**src/rtl/cit_pkg.sv**
```systemverilog
// Shared types and constants of the command item tokenizer.
package cit_pkg;

   localparam int CHAR_W   = 8;
   localparam int CFG_W    = 13;
   localparam int CODE_W   = 3;
   localparam int Q_DEPTH  = 4;
   localparam int Q_PTR_W  = $clog2(Q_DEPTH);
   localparam int Q_CNT_W  = $clog2(Q_DEPTH + 1);

   localparam logic [CFG_W-1:0] MAX_CHARS_RESET = 13'd256;

   localparam logic [CHAR_W-1:0] CH_NUL    = 8'h00;
   localparam logic [CHAR_W-1:0] CH_TAB    = 8'h09;
   localparam logic [CHAR_W-1:0] CH_LF     = 8'h0a;
   localparam logic [CHAR_W-1:0] CH_ESC    = 8'h1b;
   localparam logic [CHAR_W-1:0] CH_SPACE  = 8'h20;
   localparam logic [CHAR_W-1:0] CH_QUOTE  = 8'h22;
   localparam logic [CHAR_W-1:0] CH_STAR   = 8'h2a;
   localparam logic [CHAR_W-1:0] CH_SEMI   = 8'h3b;
   localparam logic [CHAR_W-1:0] CH_EQUAL  = 8'h3d;
   localparam logic [CHAR_W-1:0] CH_UP_E   = 8'h45;
   localparam logic [CHAR_W-1:0] CH_UP_N   = 8'h4e;
   localparam logic [CHAR_W-1:0] CH_LO_E   = 8'h65;
   localparam logic [CHAR_W-1:0] CH_LO_N   = 8'h6e;

   typedef enum logic [1:0] {
      PH_SKIP   = 2'd0,
      PH_QUOTED = 2'd1,
      PH_STAR   = 2'd2,
      PH_PLAIN  = 2'd3
   } phase_type;

   typedef enum logic [CODE_W-1:0] {
      CODE_NOTHING  = 3'd0,
      CODE_EQUAL    = 3'd1,
      CODE_QUOTED   = 3'd2,
      CODE_UNQUOTED = 3'd3,
      CODE_ERROR    = 3'd4
   } code_type;

   typedef struct packed {
      logic [CHAR_W-1:0] out_char;
      logic              is_last;
      code_type          item_code;
      logic              push_back;
   } rsp_type;

endpackage

```
**src/rtl/cit_front.sv**
```systemverilog
// Front end: takes one request per cycle, tracks the item phase and classifies the result.
module cit_front
   import cit_pkg::*;
#(
   parameter int MAX_LEN = 4096
) (
   input  logic              clock,
   input  logic              reset,
   input  logic [CFG_W-1:0]  max_chars,
   input  logic              in_valid,
   input  logic [CHAR_W-1:0] char_code,
   input  logic              end_of_stream,
   output logic              res_valid,
   output rsp_type           res
);

   phase_type         phase_ff, phase_in;
   logic [CFG_W-1:0]  remaining_ff, remaining_in;

   logic [CFG_W-1:0]  buf_size;
   logic [CFG_W-1:0]  rem_dec;
   logic              line_end;
   logic              is_blank;
   logic              do_end;
   logic              end_pb;
   code_type          end_code;
   logic              do_char;
   logic [CHAR_W-1:0] ch;

   always_ff @(posedge clock) begin
      if (reset) begin
         phase_ff     <= PH_SKIP;
         remaining_ff <= '0;
      end else if (in_valid) begin
         phase_ff     <= phase_in;
         remaining_ff <= remaining_in;
      end
   end

   always_comb begin
      if (32'(max_chars) > 32'(MAX_LEN)) begin
         buf_size = CFG_W'(MAX_LEN);
      end else begin
         buf_size = max_chars;
      end
      line_end     = !end_of_stream && (char_code == CH_NUL || char_code == CH_LF);
      is_blank     = !end_of_stream && (char_code == CH_SPACE || char_code == CH_TAB);
      rem_dec      = remaining_ff - 1'b1;
      phase_in     = phase_ff;
      remaining_in = remaining_ff;
      do_end       = 1'b0;
      end_pb       = 1'b0;
      end_code     = CODE_NOTHING;
      do_char      = 1'b0;
      ch           = char_code;

      case (phase_ff)
         PH_SKIP: begin
            if (buf_size == '0) begin
               do_end = 1'b1;
               end_pb = !end_of_stream;
            end else if (is_blank) begin
               do_end = 1'b0;
            end else if (end_of_stream) begin
               do_end = 1'b1;
            end else if (line_end || char_code == CH_SEMI) begin
               do_end = 1'b1;
               end_pb = 1'b1;
            end else if (char_code == CH_EQUAL) begin
               do_end   = 1'b1;
               end_code = CODE_EQUAL;
            end else if (char_code == CH_QUOTE) begin
               phase_in     = PH_QUOTED;
               remaining_in = buf_size;
            end else if (buf_size == CFG_W'(1)) begin
               do_end   = 1'b1;
               end_code = CODE_ERROR;
            end else begin
               phase_in     = PH_PLAIN;
               remaining_in = buf_size - 1'b1;
               do_char      = 1'b1;
            end
         end
         PH_QUOTED: begin
            if (remaining_ff == '0) begin
               do_end = 1'b1;
            end else begin
               remaining_in = rem_dec;
               if (end_of_stream) begin
                  do_end   = 1'b1;
                  end_code = CODE_ERROR;
               end else if (line_end) begin
                  do_end   = 1'b1;
                  end_code = CODE_ERROR;
                  end_pb   = 1'b1;
               end else if (char_code == CH_QUOTE) begin
                  do_end   = 1'b1;
                  end_code = CODE_QUOTED;
               end else if (char_code == CH_STAR) begin
                  phase_in = PH_STAR;
               end else if (rem_dec == '0) begin
                  do_end = 1'b1;
               end else begin
                  do_char = 1'b1;
               end
            end
         end
         PH_STAR: begin
            if (end_of_stream) begin
               do_end   = 1'b1;
               end_code = CODE_ERROR;
            end else if (line_end) begin
               do_end   = 1'b1;
               end_code = CODE_ERROR;
               end_pb   = 1'b1;
            end else begin
               if (char_code == CH_LO_N || char_code == CH_UP_N) begin
                  ch = CH_LF;
               end else if (char_code == CH_LO_E || char_code == CH_UP_E) begin
                  ch = CH_ESC;
               end
               phase_in = PH_QUOTED;
               if (remaining_ff == '0) begin
                  do_end = 1'b1;
               end else begin
                  do_char = 1'b1;
               end
            end
         end
         PH_PLAIN: begin
            if (remaining_ff == '0) begin
               do_end   = 1'b1;
               end_code = CODE_ERROR;
            end else begin
               remaining_in = rem_dec;
               if (end_of_stream || is_blank || char_code == CH_EQUAL) begin
                  do_end   = 1'b1;
                  end_code = CODE_UNQUOTED;
               end else if (line_end || char_code == CH_SEMI) begin
                  do_end   = 1'b1;
                  end_code = CODE_UNQUOTED;
                  end_pb   = 1'b1;
               end else if (rem_dec == '0) begin
                  do_end   = 1'b1;
                  end_code = CODE_ERROR;
               end else begin
                  do_char = 1'b1;
               end
            end
         end
         default: begin
            phase_in = PH_SKIP;
         end
      endcase

      if (do_end) begin
         phase_in     = PH_SKIP;
         remaining_in = '0;
      end

      res_valid = do_end || do_char;
      if (do_end) begin
         res.out_char  = '0;
         res.is_last   = 1'b1;
         res.item_code = end_code;
         res.push_back = end_pb;
      end else begin
         res.out_char  = do_char ? ch : '0;
         res.is_last   = 1'b0;
         res.item_code = CODE_NOTHING;
         res.push_back = 1'b0;
      end
   end

   a_end_returns_to_skip: assert property (@(posedge clock) disable iff (reset)
      (in_valid && res_valid && res.is_last) |=> (phase_ff == PH_SKIP && remaining_ff == '0))
      else $error("item end did not return to blank skipping");

   a_star_resumes_quoted: assert property (@(posedge clock) disable iff (reset)
      (in_valid && phase_ff == PH_STAR) |=> (phase_ff == PH_QUOTED || phase_ff == PH_SKIP))
      else $error("escape left the quoted item in a wrong phase");

   a_plain_counts_down: assert property (@(posedge clock) disable iff (reset)
      (in_valid && phase_ff == PH_PLAIN && !(res_valid && res.is_last))
      |=> remaining_ff == $past(remaining_ff) - 1'b1)
      else $error("unquoted item budget did not advance");

endmodule

```
**src/rtl/cit_queue.sv**
```systemverilog
// Back end: short result queue between the classifier and the result port.
module cit_queue
   import cit_pkg::*;
(
   input  logic    clock,
   input  logic    reset,
   input  logic    push_en,
   input  rsp_type push_data,
   input  logic    pop_en,
   output rsp_type head,
   output logic    is_full,
   output logic    is_empty
);

   rsp_type              entries_ff [Q_DEPTH];
   logic [Q_PTR_W-1:0]   wr_ptr_ff, wr_ptr_in;
   logic [Q_PTR_W-1:0]   rd_ptr_ff, rd_ptr_in;
   logic [Q_CNT_W-1:0]   count_ff, count_in;
   logic                 do_push;
   logic                 do_pop;

   always_comb begin
      is_full   = (count_ff == Q_CNT_W'(Q_DEPTH));
      is_empty  = (count_ff == '0);
      do_push   = push_en && !is_full;
      do_pop    = pop_en && !is_empty;
      wr_ptr_in = do_push ? wr_ptr_ff + 1'b1 : wr_ptr_ff;
      rd_ptr_in = do_pop ? rd_ptr_ff + 1'b1 : rd_ptr_ff;
      count_in  = count_ff + Q_CNT_W'(do_push) - Q_CNT_W'(do_pop);
      head      = entries_ff[rd_ptr_ff];
   end

   always_ff @(posedge clock) begin
      if (reset) begin
         wr_ptr_ff <= '0;
         rd_ptr_ff <= '0;
         count_ff  <= '0;
      end else begin
         wr_ptr_ff <= wr_ptr_in;
         rd_ptr_ff <= rd_ptr_in;
         count_ff  <= count_in;
      end
   end

   always_ff @(posedge clock) begin
      if (do_push) begin
         entries_ff[wr_ptr_ff] <= push_data;
      end
   end

   a_count_bound: assert property (@(posedge clock) disable iff (reset)
      count_ff <= Q_CNT_W'(Q_DEPTH))
      else $error("result queue overfilled");

   a_count_up: assert property (@(posedge clock) disable iff (reset)
      (do_push && !do_pop) |=> count_ff == $past(count_ff) + 1'b1)
      else $error("result queue lost a write");

   a_count_down: assert property (@(posedge clock) disable iff (reset)
      (do_pop && !do_push) |=> count_ff == $past(count_ff) - 1'b1)
      else $error("result queue lost a read");

   a_ptr_gap: assert property (@(posedge clock) disable iff (reset)
      Q_PTR_W'(wr_ptr_ff - rd_ptr_ff) == Q_PTR_W'(count_ff))
      else $error("result queue pointers disagree with fill level");

endmodule

```
**src/rtl/command_item_tokenizer_core.sv**
```systemverilog
// Top level of the command item tokenizer: register, front end and result queue.
//
// One request (a character or an end-of-stream mark) is taken every cycle while
// full is low; each request gives zero or one result, written the same cycle
// into a four-entry result queue and visible on the rsp_ ports from the next
// cycle if the queue was empty. full rises when it holds four results; with pop
// held high the block sustains one request per cycle. max_chars resets to 256
// and is clamped to MAX_LEN; change it only while no item is in progress.
module command_item_tokenizer_core
   import cit_pkg::*;
#(
   parameter int MAX_LEN = 4096
) (
   input  logic              clock,
   input  logic              reset,
   input  logic              csr_wr_en,
   input  logic [CFG_W-1:0]  csr_wr_data,
   input  logic              push,
   output logic              full,
   input  logic [CHAR_W-1:0] req_char_code,
   input  logic              req_end_of_stream,
   output logic              empty,
   input  logic              pop,
   output logic [CHAR_W-1:0] rsp_out_char,
   output logic              rsp_is_last,
   output logic [CODE_W-1:0] rsp_item_code,
   output logic              rsp_push_back
);

   logic [CFG_W-1:0] max_chars_ff, max_chars_in;
   logic             req_accept;
   logic             res_valid;
   rsp_type          res;
   rsp_type          head;

   always_comb begin
      max_chars_in = csr_wr_en ? csr_wr_data : max_chars_ff;
      req_accept   = push && !full;
   end

   always_ff @(posedge clock) begin
      if (reset) begin
         max_chars_ff <= MAX_CHARS_RESET;
      end else begin
         max_chars_ff <= max_chars_in;
      end
   end

   cit_front #(
      .MAX_LEN (MAX_LEN)
   ) u_front (
      .clock         (clock),
      .reset         (reset),
      .max_chars     (max_chars_ff),
      .in_valid      (req_accept),
      .char_code     (req_char_code),
      .end_of_stream (req_end_of_stream),
      .res_valid     (res_valid),
      .res           (res)
   );

   cit_queue u_queue (
      .clock     (clock),
      .reset     (reset),
      .push_en   (req_accept && res_valid),
      .push_data (res),
      .pop_en    (pop),
      .head      (head),
      .is_full   (full),
      .is_empty  (empty)
   );

   assign rsp_out_char  = head.out_char;
   assign rsp_is_last   = head.is_last;
   assign rsp_item_code = head.item_code;
   assign rsp_push_back = head.push_back;

endmodule
```
**config.mk**
```make
export PLATFORM = sky130hd
export DESIGN_NAME = command_item_tokenizer_core
export DESIGN_NICKNAME = d
export VERILOG_FILES = /design/src/rtl/cit_pkg.sv /design/src/rtl/cit_front.sv /design/src/rtl/cit_queue.sv /design/src/rtl/command_item_tokenizer_core.sv
export SDC_FILE = /design/constraint.sdc
export NUM_CORES = 1
export LEC_CHECK = 0
export BUFFER_PORTS_ARGS = -buffer_cell sky130_fd_sc_hd__buf_4
export CAP_MARGIN = 20
export CORE_AREA = 4 4 135 104
export CTS_BUF_LIST = sky130_fd_sc_hd__clkbuf_4 sky130_fd_sc_hd__clkbuf_8
export DETAILED_ROUTE_END_ITERATION = 6
export DIE_AREA = 0 0 139 108
export PLACE_DENSITY = 0.65
export SLEW_MARGIN = 20
export SYNTH_ARGS = -nofsm -noshare
export SYNTH_HDL_FRONTEND = slang
export SYNTH_HIERARCHICAL = 1
export SYNTH_SLANG_ARGS = --single-unit
```
**constraint.sdc**
```tcl
create_clock -name clock -period 3.6 [get_ports clock]
set_input_delay 0.36 -clock clock [delete_from_list [all_inputs] [get_ports clock]]
set_output_delay 0.36 -clock clock [all_outputs]
set_load 0.02 [all_outputs]
```
==> out/results.txt <==
crit path launch type -> flop
Yosys warning count -> 6
worst slew pin tran -> 0.9661 ns
Die Ht -> 108 um
Logic pwr share -> 52.0%
Worst Setup End Kind -> flop
arrival time at the worst endpoint -> 3.78 ns
P_int -> 2.608 mW
Final min period -> 3.495 ns
Synth Instances -> 487
Placeable Area -> 12,790 um2
CTS Buf Count -> 9
std cell rows -> 36
Worst Hold Margin -> 0.1950 ns
first-pass GRT wire length -> 20,260 um
Seq pwr share -> 33.0%
H-Tree Level Count -> 3
Clock Power Share -> 14.9%
Via Count -> 4,115
antenna violations before repair -> 0
RSZ-0062 raised after global routing -> yes
dominant register cell in the synthesized netlist -> edfxtp_1
Hold Fails Final Rpt -> 0
synthesized area -> 5016 um2
clk buf depth -> 2
final RePlAce weighted congestion -> 0.9320
Yosys cell types -> 77
Mapped Avg Cell Area -> 10.30 um2
status -> complete, no violations
Sw Share -> 42.23%
Post-synth EDFFs -> 52
area grow syn2layout -> 19.76%
routed wire length -> 12,680 um
total global-route track usage -> 16.82%
Residual DRC -> 0
Max Freq -> 0.2861 GHz
Die Wd -> 139 um
drt pass-1 iters -> 4
skew final -> 0.01851 ns
Slew HR -> 35.43%
Root Buffer -> clkbuf_8
vias in the first global route -> 3,958
layout cell share with drive strength beyond 1 -> 26.30%
Starting Density -> 39.21%
dpl ws -> -0.003089 ns
ANT nets after route -> 0
WP data required -> 3.89 ns
DRT iter0 DRCs -> 330
Net Count, Synth -> 530
Setup violations, final -> 0
clock transition at the registers of the reported paths -> 0.10 ns
area leader, netlist -> edfxtp_1
Seq cells post-synth -> 89
WL/cell -> 17.37 um
I/O pin cnt -> 42
worst-path fanout max -> 4
Synth area leaders -> edfxtp_1, dfxtp_1, mux4_2
pwr dens -> 751.6 nW/um2
pin count of the biggest net entering global routing -> 33
Slew Viols, Final -> 0
WS Path Type -> flop to flop
Max Cap Violations -> 0
clk sink count -> 89
grt total ovfl -> 0
Final Cycle Share -> 97.08%
Worst-Skew Late Latency -> 0.37 ns
type of the worst min-delay path -> primary input to flop
detailed-placement wirelength estimate -> 9083 um
Inserted Diodes -> 0
top cells by count, synth -> nor2_1, edfxtp_1, dfxtp_1
most common cell in the netlist -> nor2_1
CTS Hold Bufs -> 0
worst setup margin -> 0.1049 ns
number of port buffers -> 41
top-area cell type share of the netlist area -> 31.13%
post-synthesis sequential area ratio -> 45.90%
P_sw -> 1.907 mW
Leak -> 2.277 nW
fraction of registers with async set/reset -> 0%
R2R setup slack -> 0.10 ns
fin nets -> 597
die area -> 15,010 um2
CTS tree -> built
drt via density -> 5.637
overall power -> 4.515 mW
VDD IR max -> 0.3381 mV
worst paths after layout:
kind,to,startpoint,cells after the start
setup / recovery,u_queue/count_ff[2],u_front/remaining_ff[0],18
hold / removal,max_chars_ff[8],csr_wr_data[8],2
setup reg to reg,u_queue/count_ff[2],u_front/remaining_ff[0],18
hold reg to reg,u_front/remaining_ff[1],u_front/remaining_ff[1],2
logic make-up after synthesis:
kind of cell | after synthesis | share of synthesized area (%)
AND/OR/NAND/NOR | 186 | 19.88
multiplexers | 29 | 9.204
buffers and inverters | 51 | 4.914
flip-flops | 89 | 45.90
XOR/XNOR | 10 | 1.746
adder cells (fa/ha/maj) | 16 | 4.141
AO/OA/AOI/OAI | 106 | 14.22
stage by stage:
stage / setup TNS, ns / cell area (um2) / util (%) / instances
3_3_place_gp: 0 / 5694 / 44.51 / 711
5_1_grt: -0.06964 / 6007 / 46.96 / 730
4_1_cts: 0 / 5891 / 46.05 / 727
6_report: 0 / 6007 / 46.96 / 730
2_1_floorplan: -0.02011 / 5056 / - / 487
3_5_place_dp: -0.003089 / 5694 / 44.51 / 711
power groups by stage:
stage                     clock network [mW]  registers, mW  logic (mW)
after floorplan                            0           1.44        1.53
after global placement                     0           1.49        2.18
after detailed placement                   0           1.51        2.18
after CTS                              0.696           1.48        2.20
after global routing                   0.737           1.52        2.56
final                                  0.675           1.49        2.35
worst max-delay path: stages (launching register included):
cell       delay, ns
dfxtp_4         0.37
or4_4           0.53
or3_1           0.34
a21oi_2         0.20
o221ai_2        0.14
o2bb2ai_2       0.16
nand2_1         0.09
and2_4          0.14
inv_2           0.05
nor2_4          0.10
inv_1           0.04
ha_1            0.28
inv_1           0.06
ha_1            0.12
inv_1           0.05
fa_2            0.33
xor2_1          0.16
and2_1          0.16
nor3_1          0.11
sequential cells by signal (all words and copies together) (netlist names), named ones only:
register,count
max_chars_ff,13
u_front/phase_ff,2
u_front/remaining_ff,13
u_queue/count_ff,3
u_queue/entries_ff,52
u_queue/rd_ptr_ff,2
u_queue/wr_ptr_ff,2
cell usage in the layout (no fill, tap or decap), types with 12 or more instances in the layout:
cell and n:
nor2_1 53, inv_1 24, o21ai_0 12, nor3_1 12, nand2_1 29, dfxtp_1 34
buf_4 80, ha_1 13, edfxtp_1 52, mux2i_1 15, a21oi_1 20, a31oi_1 20
timing repair:
item,CTS,global route
setup buffers,0,3
resized for setup,2,23
endpoints found under the setup margin,1,2
gates cloned,0,0
pin swaps,0,8
area by class of cell:
type / count / area (um2)
well taps: 171 / 214.0
repair buffers: 80 / 600.6
multi-input cells: 347 / 2590
inverters: 27 / 101.3
clock inverters: 7 / 68.82
fillers: 1216 / 6785
clock buffers: 9 / 123.9
flip-flops and latches: 89 / 2308
metal layers:
metal | global-route usage, % | vias up | part of all wire (%) | routed length, um
met3 | 4.465 | 21 | 7.6 | 963
li1 | - | 1977 | - | -
met2 | 24.95 | 138 | 43 | 5481
met5 | 0 | - | 0 | 0
met1 | 24.10 | 1979 | 47 | 6015
met4 | 5.377 | 0 | 1.7 | 221
Power figures use the tool's default switching activity.
